===== src/design/firq_pkg.sv =====
// ----------------------------------------------------------------------------
// firq_pkg
// Shared constants and types for the Q15 direct-form FIR sample filter.
// ----------------------------------------------------------------------------
package firq_pkg;

    localparam int DATA_W     = 16;
    localparam int QSHIFT     = 15;
    localparam int TAPS_DEF   = 58;
    localparam int COEF_IDX_W = 6;

    // Request types on the input channel.
    localparam logic REQ_SAMPLE = 1'b0;
    localparam logic REQ_COEF   = 1'b1;

    // Control handed from the sequencer to the multiply-accumulate unit.
    typedef struct packed {
        logic clear;
        logic en;
        logic last;
    } mac_ctrl_t;

endpackage


===== src/design/firq_mac.sv =====
// ----------------------------------------------------------------------------
// firq_mac
// Shared multiply-accumulate unit: registered 16x16 product, Q15 scaling,
// and a 16-bit wrapping accumulator.
// ----------------------------------------------------------------------------
module firq_mac
    import firq_pkg::*;
(
    input  logic                     aclk,
    input  logic                     aresetn,
    input  mac_ctrl_t                ctrl,
    input  logic signed [DATA_W-1:0] op_a,
    input  logic signed [DATA_W-1:0] op_b,
    output logic        [DATA_W-1:0] acc,
    output logic                     done
);

    logic signed [2*DATA_W-1:0] prod_reg;
    logic                       prod_vld_reg;
    logic                       prod_last_reg;
    logic        [DATA_W-1:0]   acc_reg;
    logic        [DATA_W-1:0]   acc_next;
    logic                       done_reg;

    // Each tap adds the product shifted right by the Q15 scale; only the low
    // sixteen bits of the shifted product matter because the sum wraps.
    assign acc_next = acc_reg + prod_reg[QSHIFT +: DATA_W];

    always_ff @(posedge aclk) begin
        prod_reg <= op_a * op_b;
        if (!aresetn) begin
            prod_vld_reg  <= 1'b0;
            prod_last_reg <= 1'b0;
            done_reg      <= 1'b0;
            acc_reg       <= '0;
        end else begin
            prod_vld_reg  <= ctrl.en;
            prod_last_reg <= ctrl.en & ctrl.last;
            done_reg      <= prod_vld_reg & prod_last_reg;
            if (ctrl.clear) begin
                acc_reg <= '0;
            end else if (prod_vld_reg) begin
                acc_reg <= acc_next;
            end
        end
    end

    assign acc  = acc_reg;
    assign done = done_reg;

endmodule


===== src/design/fir_q15_sample_filter.sv =====
// A sample request runs one multiply-accumulate per tap through a single shared
// multiplier and one read port per memory; a coefficient request gives no result.
// Requests are taken only in idle, so a new one waits until the last result has
// been loaded into the output register, which itself waits for the previous output.
// Reset clears the sequencer, the delay-line fill count and the coefficient
// valid bits; unfilled entries read as zero, so no clearing pass is needed.
// ----------------------------------------------------------------------------
// fir_q15_sample_filter
// Direct-form FIR filter on Q15 samples with a circular delay-line memory,
// a coefficient memory and one shared multiply-accumulate unit.
// ----------------------------------------------------------------------------
module fir_q15_sample_filter
    import firq_pkg::*;
#(
    parameter int TAPS = TAPS_DEF
) (
    input  logic                         aclk,
    input  logic                         aresetn,
    input  logic                         s_valid,
    output logic                         s_ready,
    input  logic                         s_req_type,
    input  logic        [COEF_IDX_W-1:0] s_coef_index,
    input  logic signed [DATA_W-1:0]     s_value,
    output logic                         m_valid,
    input  logic                         m_ready,
    output logic signed [DATA_W-1:0]    m_filtered
);

    localparam int AW = (TAPS > 1) ? $clog2(TAPS) : 1;
    localparam int FW = $clog2(TAPS + 1);

    localparam logic [1:0] S_IDLE  = 2'd0;
    localparam logic [1:0] S_RUN   = 2'd1;
    localparam logic [1:0] S_DRAIN = 2'd2;
    localparam logic [1:0] S_HOLD  = 2'd3;

    logic [1:0]        state_reg, state_next;
    logic [AW-1:0]     tap_reg, tap_next;
    logic [AW-1:0]     rd_ptr_reg, rd_ptr_next;
    logic [AW-1:0]     wr_ptr_reg, wr_ptr_next;
    logic [FW-1:0]     fill_reg, fill_next;
    logic [TAPS-1:0]   coef_vld_reg;
    logic              m_valid_reg, m_valid_next;
    logic [DATA_W-1:0] m_filtered_reg, m_filtered_next;

    logic [DATA_W-1:0] delay_mem [TAPS];
    logic [DATA_W-1:0] coef_mem  [TAPS];
    logic [DATA_W-1:0] delay_rdata_reg;
    logic [DATA_W-1:0] coef_rdata_reg;
    logic              d_ok_reg;
    logic              c_ok_reg;
    logic              rd_vld_reg;
    logic              rd_last_reg;

    logic              accept;
    logic              sample_acc;
    logic              coef_wr;
    logic [AW-1:0]     coef_waddr;
    logic              tap_last;
    logic              out_free;
    mac_ctrl_t         mac_ctrl;
    logic [DATA_W-1:0] mac_acc;
    logic              mac_done;

    assign s_ready    = (state_reg == S_IDLE);
    assign accept     = s_valid & s_ready;
    assign sample_acc = accept & (s_req_type == REQ_SAMPLE);
    assign coef_wr    = accept & (s_req_type == REQ_COEF) & (int'(s_coef_index) < TAPS);
    assign coef_waddr = AW'(s_coef_index);
    assign tap_last   = (tap_reg == AW'(TAPS - 1));
    assign out_free   = ~m_valid_reg | m_ready;

    always_comb begin
        state_next      = state_reg;
        tap_next        = tap_reg;
        rd_ptr_next     = rd_ptr_reg;
        wr_ptr_next     = wr_ptr_reg;
        fill_next       = fill_reg;
        m_valid_next    = m_valid_reg;
        m_filtered_next = m_filtered_reg;

        if (m_valid_reg && m_ready) begin
            m_valid_next = 1'b0;
        end

        case (state_reg)
            S_IDLE: begin
                if (sample_acc) begin
                    // The new sample lands at the write pointer, which becomes
                    // the newest tap; reads then walk backward from it.
                    rd_ptr_next = wr_ptr_reg;
                    wr_ptr_next = (wr_ptr_reg == AW'(TAPS - 1)) ? '0 : wr_ptr_reg + 1'b1;
                    if (fill_reg != FW'(TAPS)) begin
                        fill_next = fill_reg + 1'b1;
                    end
                    tap_next   = '0;
                    state_next = S_RUN;
                end
            end
            S_RUN: begin
                tap_next    = tap_last ? '0 : tap_reg + 1'b1;
                rd_ptr_next = (rd_ptr_reg == '0) ? AW'(TAPS - 1) : rd_ptr_reg - 1'b1;
                if (tap_last) begin
                    state_next = S_DRAIN;
                end
            end
            S_DRAIN: begin
                if (mac_done) begin
                    if (out_free) begin
                        m_valid_next    = 1'b1;
                        m_filtered_next = mac_acc;
                        state_next      = S_IDLE;
                    end else begin
                        state_next = S_HOLD;
                    end
                end
            end
            S_HOLD: begin
                if (out_free) begin
                    m_valid_next    = 1'b1;
                    m_filtered_next = mac_acc;
                    state_next      = S_IDLE;
                end
            end
            default: begin
                state_next = S_IDLE;
            end
        endcase
    end

    always_ff @(posedge aclk) begin
        if (!aresetn) begin
            state_reg    <= S_IDLE;
            tap_reg      <= '0;
            rd_ptr_reg   <= '0;
            wr_ptr_reg   <= '0;
            fill_reg     <= '0;
            coef_vld_reg <= '0;
            m_valid_reg  <= 1'b0;
            rd_vld_reg   <= 1'b0;
            rd_last_reg  <= 1'b0;
        end else begin
            state_reg   <= state_next;
            tap_reg     <= tap_next;
            rd_ptr_reg  <= rd_ptr_next;
            wr_ptr_reg  <= wr_ptr_next;
            fill_reg    <= fill_next;
            m_valid_reg <= m_valid_next;
            rd_vld_reg  <= (state_reg == S_RUN);
            rd_last_reg <= (state_reg == S_RUN) & tap_last;
            if (coef_wr) begin
                coef_vld_reg[coef_waddr] <= 1'b1;
            end
        end
    end

    // Memories and read-side payload registers.
    always_ff @(posedge aclk) begin
        m_filtered_reg  <= m_filtered_next;
        if (sample_acc) begin
            delay_mem[wr_ptr_reg] <= s_value;
        end
        if (coef_wr) begin
            coef_mem[coef_waddr] <= s_value;
        end
        delay_rdata_reg <= delay_mem[rd_ptr_reg];
        coef_rdata_reg  <= coef_mem[tap_reg];
        // Taps older than the number of samples seen since reset read as zero,
        // as do coefficients that were never written.
        d_ok_reg        <= (FW'(tap_reg) < fill_reg);
        c_ok_reg        <= coef_vld_reg[tap_reg];
    end

    assign mac_ctrl.clear = sample_acc;
    assign mac_ctrl.en    = rd_vld_reg;
    assign mac_ctrl.last  = rd_last_reg;

    firq_mac u_mac (
        .aclk    (aclk),
        .aresetn (aresetn),
        .ctrl    (mac_ctrl),
        .op_a    (d_ok_reg ? signed'(delay_rdata_reg) : '0),
        .op_b    (c_ok_reg ? signed'(coef_rdata_reg) : '0),
        .acc     (mac_acc),
        .done    (mac_done)
    );

    assign m_valid    = m_valid_reg;
    assign m_filtered = signed'(m_filtered_reg);

`ifndef NO_ASSERTIONS
    a_fill_range: assert property (@(posedge aclk) disable iff (!aresetn)
        fill_reg <= FW'(TAPS))
        else $error("delay-line fill count exceeds tap count");

    a_ptr_range: assert property (@(posedge aclk) disable iff (!aresetn)
        (int'(rd_ptr_reg) < TAPS) && (int'(wr_ptr_reg) < TAPS))
        else $error("delay-line pointer out of range");

    a_done_in_drain: assert property (@(posedge aclk) disable iff (!aresetn)
        mac_done |-> (state_reg == S_DRAIN))
        else $error("accumulator finished outside the drain phase");

    a_sample_starts: assert property (@(posedge aclk) disable iff (!aresetn)
        sample_acc |=> (state_reg == S_RUN) && (tap_reg == '0))
        else $error("sample request did not start the tap sweep");

    a_no_result_for_coef: assert property (@(posedge aclk) disable iff (!aresetn)
        (accept && (s_req_type == REQ_COEF)) |=> (state_reg == S_IDLE))
        else $error("coefficient request left the idle state");
`endif

endmodule


===== config.mk =====
export PLATFORM = sky130hd
export DESIGN_NAME = fir_q15_sample_filter
export DESIGN_NICKNAME = d
export VERILOG_FILES = /design/src/design/firq_pkg.sv /design/src/design/firq_mac.sv /design/src/design/fir_q15_sample_filter.sv
export SDC_FILE = /design/constraint.sdc
export NUM_CORES = 2
export LEC_CHECK = 0
export ABC_AREA = 1
export BUFFER_PORTS_ARGS = -buffer_cell sky130_fd_sc_hd__buf_2
export CORE_AREA = 2 2 397 399
export DETAILED_ROUTE_END_ITERATION = 8
export DIE_AREA = 0 0 399 401
export GPL_ROUTABILITY_DRIVEN = 0
export PLACE_DENSITY_LB_ADDON = 0.1
export SKIP_CTS_REPAIR_TIMING = 1
export SYNTH_ARGS = -nofsm -noshare
export SYNTH_HDL_FRONTEND = slang
export SYNTH_HIERARCHICAL = 1
export SYNTH_SLANG_ARGS = --single-unit

===== constraint.sdc =====
create_clock -name aclk -period 7.6 [get_ports aclk]
set_clock_uncertainty 0.15 [all_clocks]
set_input_delay 1.14 -clock aclk [delete_from_list [all_inputs] [get_ports aclk]]
set_output_delay 1.14 -clock aclk [all_outputs]
set_load 0.005 [all_outputs]

==> flow_summary.json <==
{
  "post-route-min-period_ns": 6.622,
  "die_height_um": 401,
  "core_sq_um": 155700,
  "dr_wl_met3_mm": 22.56,
  "worstPathMaxFanout": 16,
  "viasPerCell": 5.769,
  "setup.worst_path.class": "flop to flop",
  "cts_buffers": 202,
  "drc": 0,
  "ant_nets": 0,
  "wl_met1_mm": 101.0,
  "initial_core_util_pct": 59.77,
  "die_area_sq_um": 160000,
  "num_io_pins": 45,
  "antenna_found_initial": 11,
  "layout_common_cells": "2464 x nand2_1, 1872 x edfxtp_1, 977 x nor2_1, 907 x nand3_1, 750 x inv_1",
  "clock_sinks": 2028,
  "cp-start-kind": "flop",
  "reg2reg_depth": 23,
  "cp-end-kind": "flop",
  "drtPass1Iterations": 6,
  "hold_start": "rd_last_reg",
  "pwr_density_cell_nw_per_um2": 297.3,
  "arrival_ns": 7.20,
  "synth.distinct_cells": 53,
  "cts_root_buffer": "clkbuf_16",
  "wl_per_cell_um": 22.38,
  "rsz0062_at_grt": "false",
  "slew_viol_final": 0,
  "syn_area_sq_um": 93040,
  "track_usage_pct": 30.76,
  "slowest_stage": "dfxtp_1",
  "crit_top_cell": "inv_1",
  "yosysWarnings": 6,
  "dp_hpwl_mm": 143.5,
  "drive_above_1_share_pct": 6.356,
  "min_path_type": "flop to flop",
  "synth.avg_cell_area_sq_um": 10.51,
  "htree_num_levels": 4,
  "std_cell_rows": 145,
  "clk_latency_ns": 0.87,
  "gr-total-overflow": 0,
  "slew_headroom_pct": 18.43,
  "syn-instance-count": 8849,
  "drtIter0Drc": 7619,
  "ys_dominant_reg_cell": "edfxtp_1",
  "syn_nets": 9237,
  "power_w": 0.03026,
  "via_count": 63527,
  "wl_met2_mm": 114.0,
  "synth_seq_area_share_pct": 63.78,
  "status": "completed",
  "p_leak_nw": 40.34,
  "drv_cap": 0,
  "top_layer": "met5",
  "cts_max_path_buffers": 3,
  "min_path_cells": 2,
  "path_cells": "nand2_1 > inv_1 > nand2_1 > inv_1 > fa_1 > inv_1 > fa_1 > inv_1 > fa_1 > fa_1 > fa_1 > inv_1 > fa_1 > inv_1 > ha_1 > nand2_1 > nor2_1 > inv_1 > nor2_1 > nand2_1 > o21bai_1 > nand3_1 > nand2_1",
  "finalHoldViolations": 0,
  "synth_edf_count": 1872,
  "die_w_um": 399,
  "areaGrowthSynthToFinish_pct": 9.382,
  "max_stage_delay_ns": 0.63,
  "worstMarginPinSlew_ns": 1.224,
  "grt_pass1_vias": 59976,
  "cts_tree": "yes",
  "async_flop_share_pct": 0,
  "io_buffers": 44,
  "r2r_end": "u_mac/prod_reg[28]",
  "grt_pass1_wl_mm": 370.8,
  "setup_violations": 0,
  "ff2ff_setup_slack_ns": 0.98,
  "fin_crit_sh_pct": 87.13,
  "final_common_cell": "nand2_1",
  "r2r-start": "c_ok_reg",
  "hold_end": "u_mac/prod_last_reg",
  "vdd_ir_drop_max_mv": 0.3392,
  "required_ns": 8.18,
  "grt_max_degree": 205,
  "fin_setup_tns_ns": 0,
  "max_freq_ghz": 0.1510,
  "path_clk_slew_ns": 0.06,
  "fin_nets": 9164,
  "synth-seq-cells": 2028,
  "wl_mm": 246.5
}
power by group:
| part | switching, W | internal (W) |
|---|---|---|
| sequential | 0.000241 | 0.0124 |
| combinational | 0.00557 | 0.00206 |
| clock | 0.00428 | 0.00573 |
| total | 0.0101 | 0.0202 |
critical path, delay by kind of cell (launching register included):
kind                     cells  cell delay [ns]
flip-flops                   1             0.63
adder cells (fa/ha/maj)      7             3.31
AO/OA/AOI/OAI                1             0.18
AND/OR/NAND/NOR              8             0.96
buffers and inverters        7             1.33
stage by stage:
step	area (sq um)	hold slack (ns)	utilization [%]	setup WS, ns	instances
finish	101800	0.2630	65.38	0.9783	11011
global route	101800	0.2734	65.38	0.4948	11011
CTS	101800	0.2638	65.37	1.044	11010
detailed placement	95050	0.2509	61.06	1.042	10630
global placement	95050	0.2530	61.06	1.142	10630
floorplan	93040	0.2436	-	1.559	8849
per-layer routing:
metal | up-vias | global-route usage, %
met1 | 30778 | 45.00
met5 | - | 0
met3 | 472 | 4.896
li1 | 29246 | -
met2 | 3029 | 47.25
met4 | 2 | 10.63
how the worst max path moves through the flow:
stage	startpoint	endpoint	slack, ns	depth (start not counted)
after global placement	c_ok_reg	u_mac/prod_reg[24]	1.14	22
after floorplan	c_ok_reg	u_mac/prod_reg[28]	1.56	25
after detailed placement	c_ok_reg	u_mac/prod_reg[28]	1.04	23
final	c_ok_reg	u_mac/prod_reg[28]	0.98	23
after CTS	c_ok_reg	u_mac/prod_reg[28]	1.04	23
after global routing	c_ok_reg	u_mac/prod_reg[28]	0.49	23
final cells by class:
class / count / area (sq um)
fill: 11892 / 53900
sequential: 2028 / 59360
clock inverter: 98 / 1180
antenna: 1 / 2.502
timing repair buffer: 196 / 1539
clock buffer: 282 / 5529
inverter: 777 / 2945
multi-input combinational: 5571 / 28640
tap: 2058 / 2575
cell families after synthesis:
kind of cell / Yosys count / synth area share (%)
AO/OA/AOI/OAI: 746 / 4.255
flip-flops: 2028 / 63.78
buffers and inverters: 1250 / 5.468
AND/OR/NAND/NOR: 4449 / 19.44
XOR/XNOR: 15 / 0.1412
adder cells (fa/ha/maj): 361 / 6.921
cells in the mapped netlist, drive strengths merged, types with 4 or more instances:
cell,n,area share [%]
nand4,11,0.074
nand2,2471,10
nand3,907,4.9
nor2,996,4.1
a21oi,199,1.1
inv,773,3.1
ha,105,1.4
clkbuf,201,0.81
dfxtp,156,3.4
nor3,26,0.15
o21bai,10,0.085
xor2,13,0.12
clkinv,4,0.016
o22ai,15,0.10
buf,272,1.5
a21o,4,0.032
or2,25,0.17
edfxtp,1872,60
o21ai,459,2.5
nand3b,4,0.032
o211ai,47,0.38
fa,256,5.5
(Power assumes the default switching activity.)
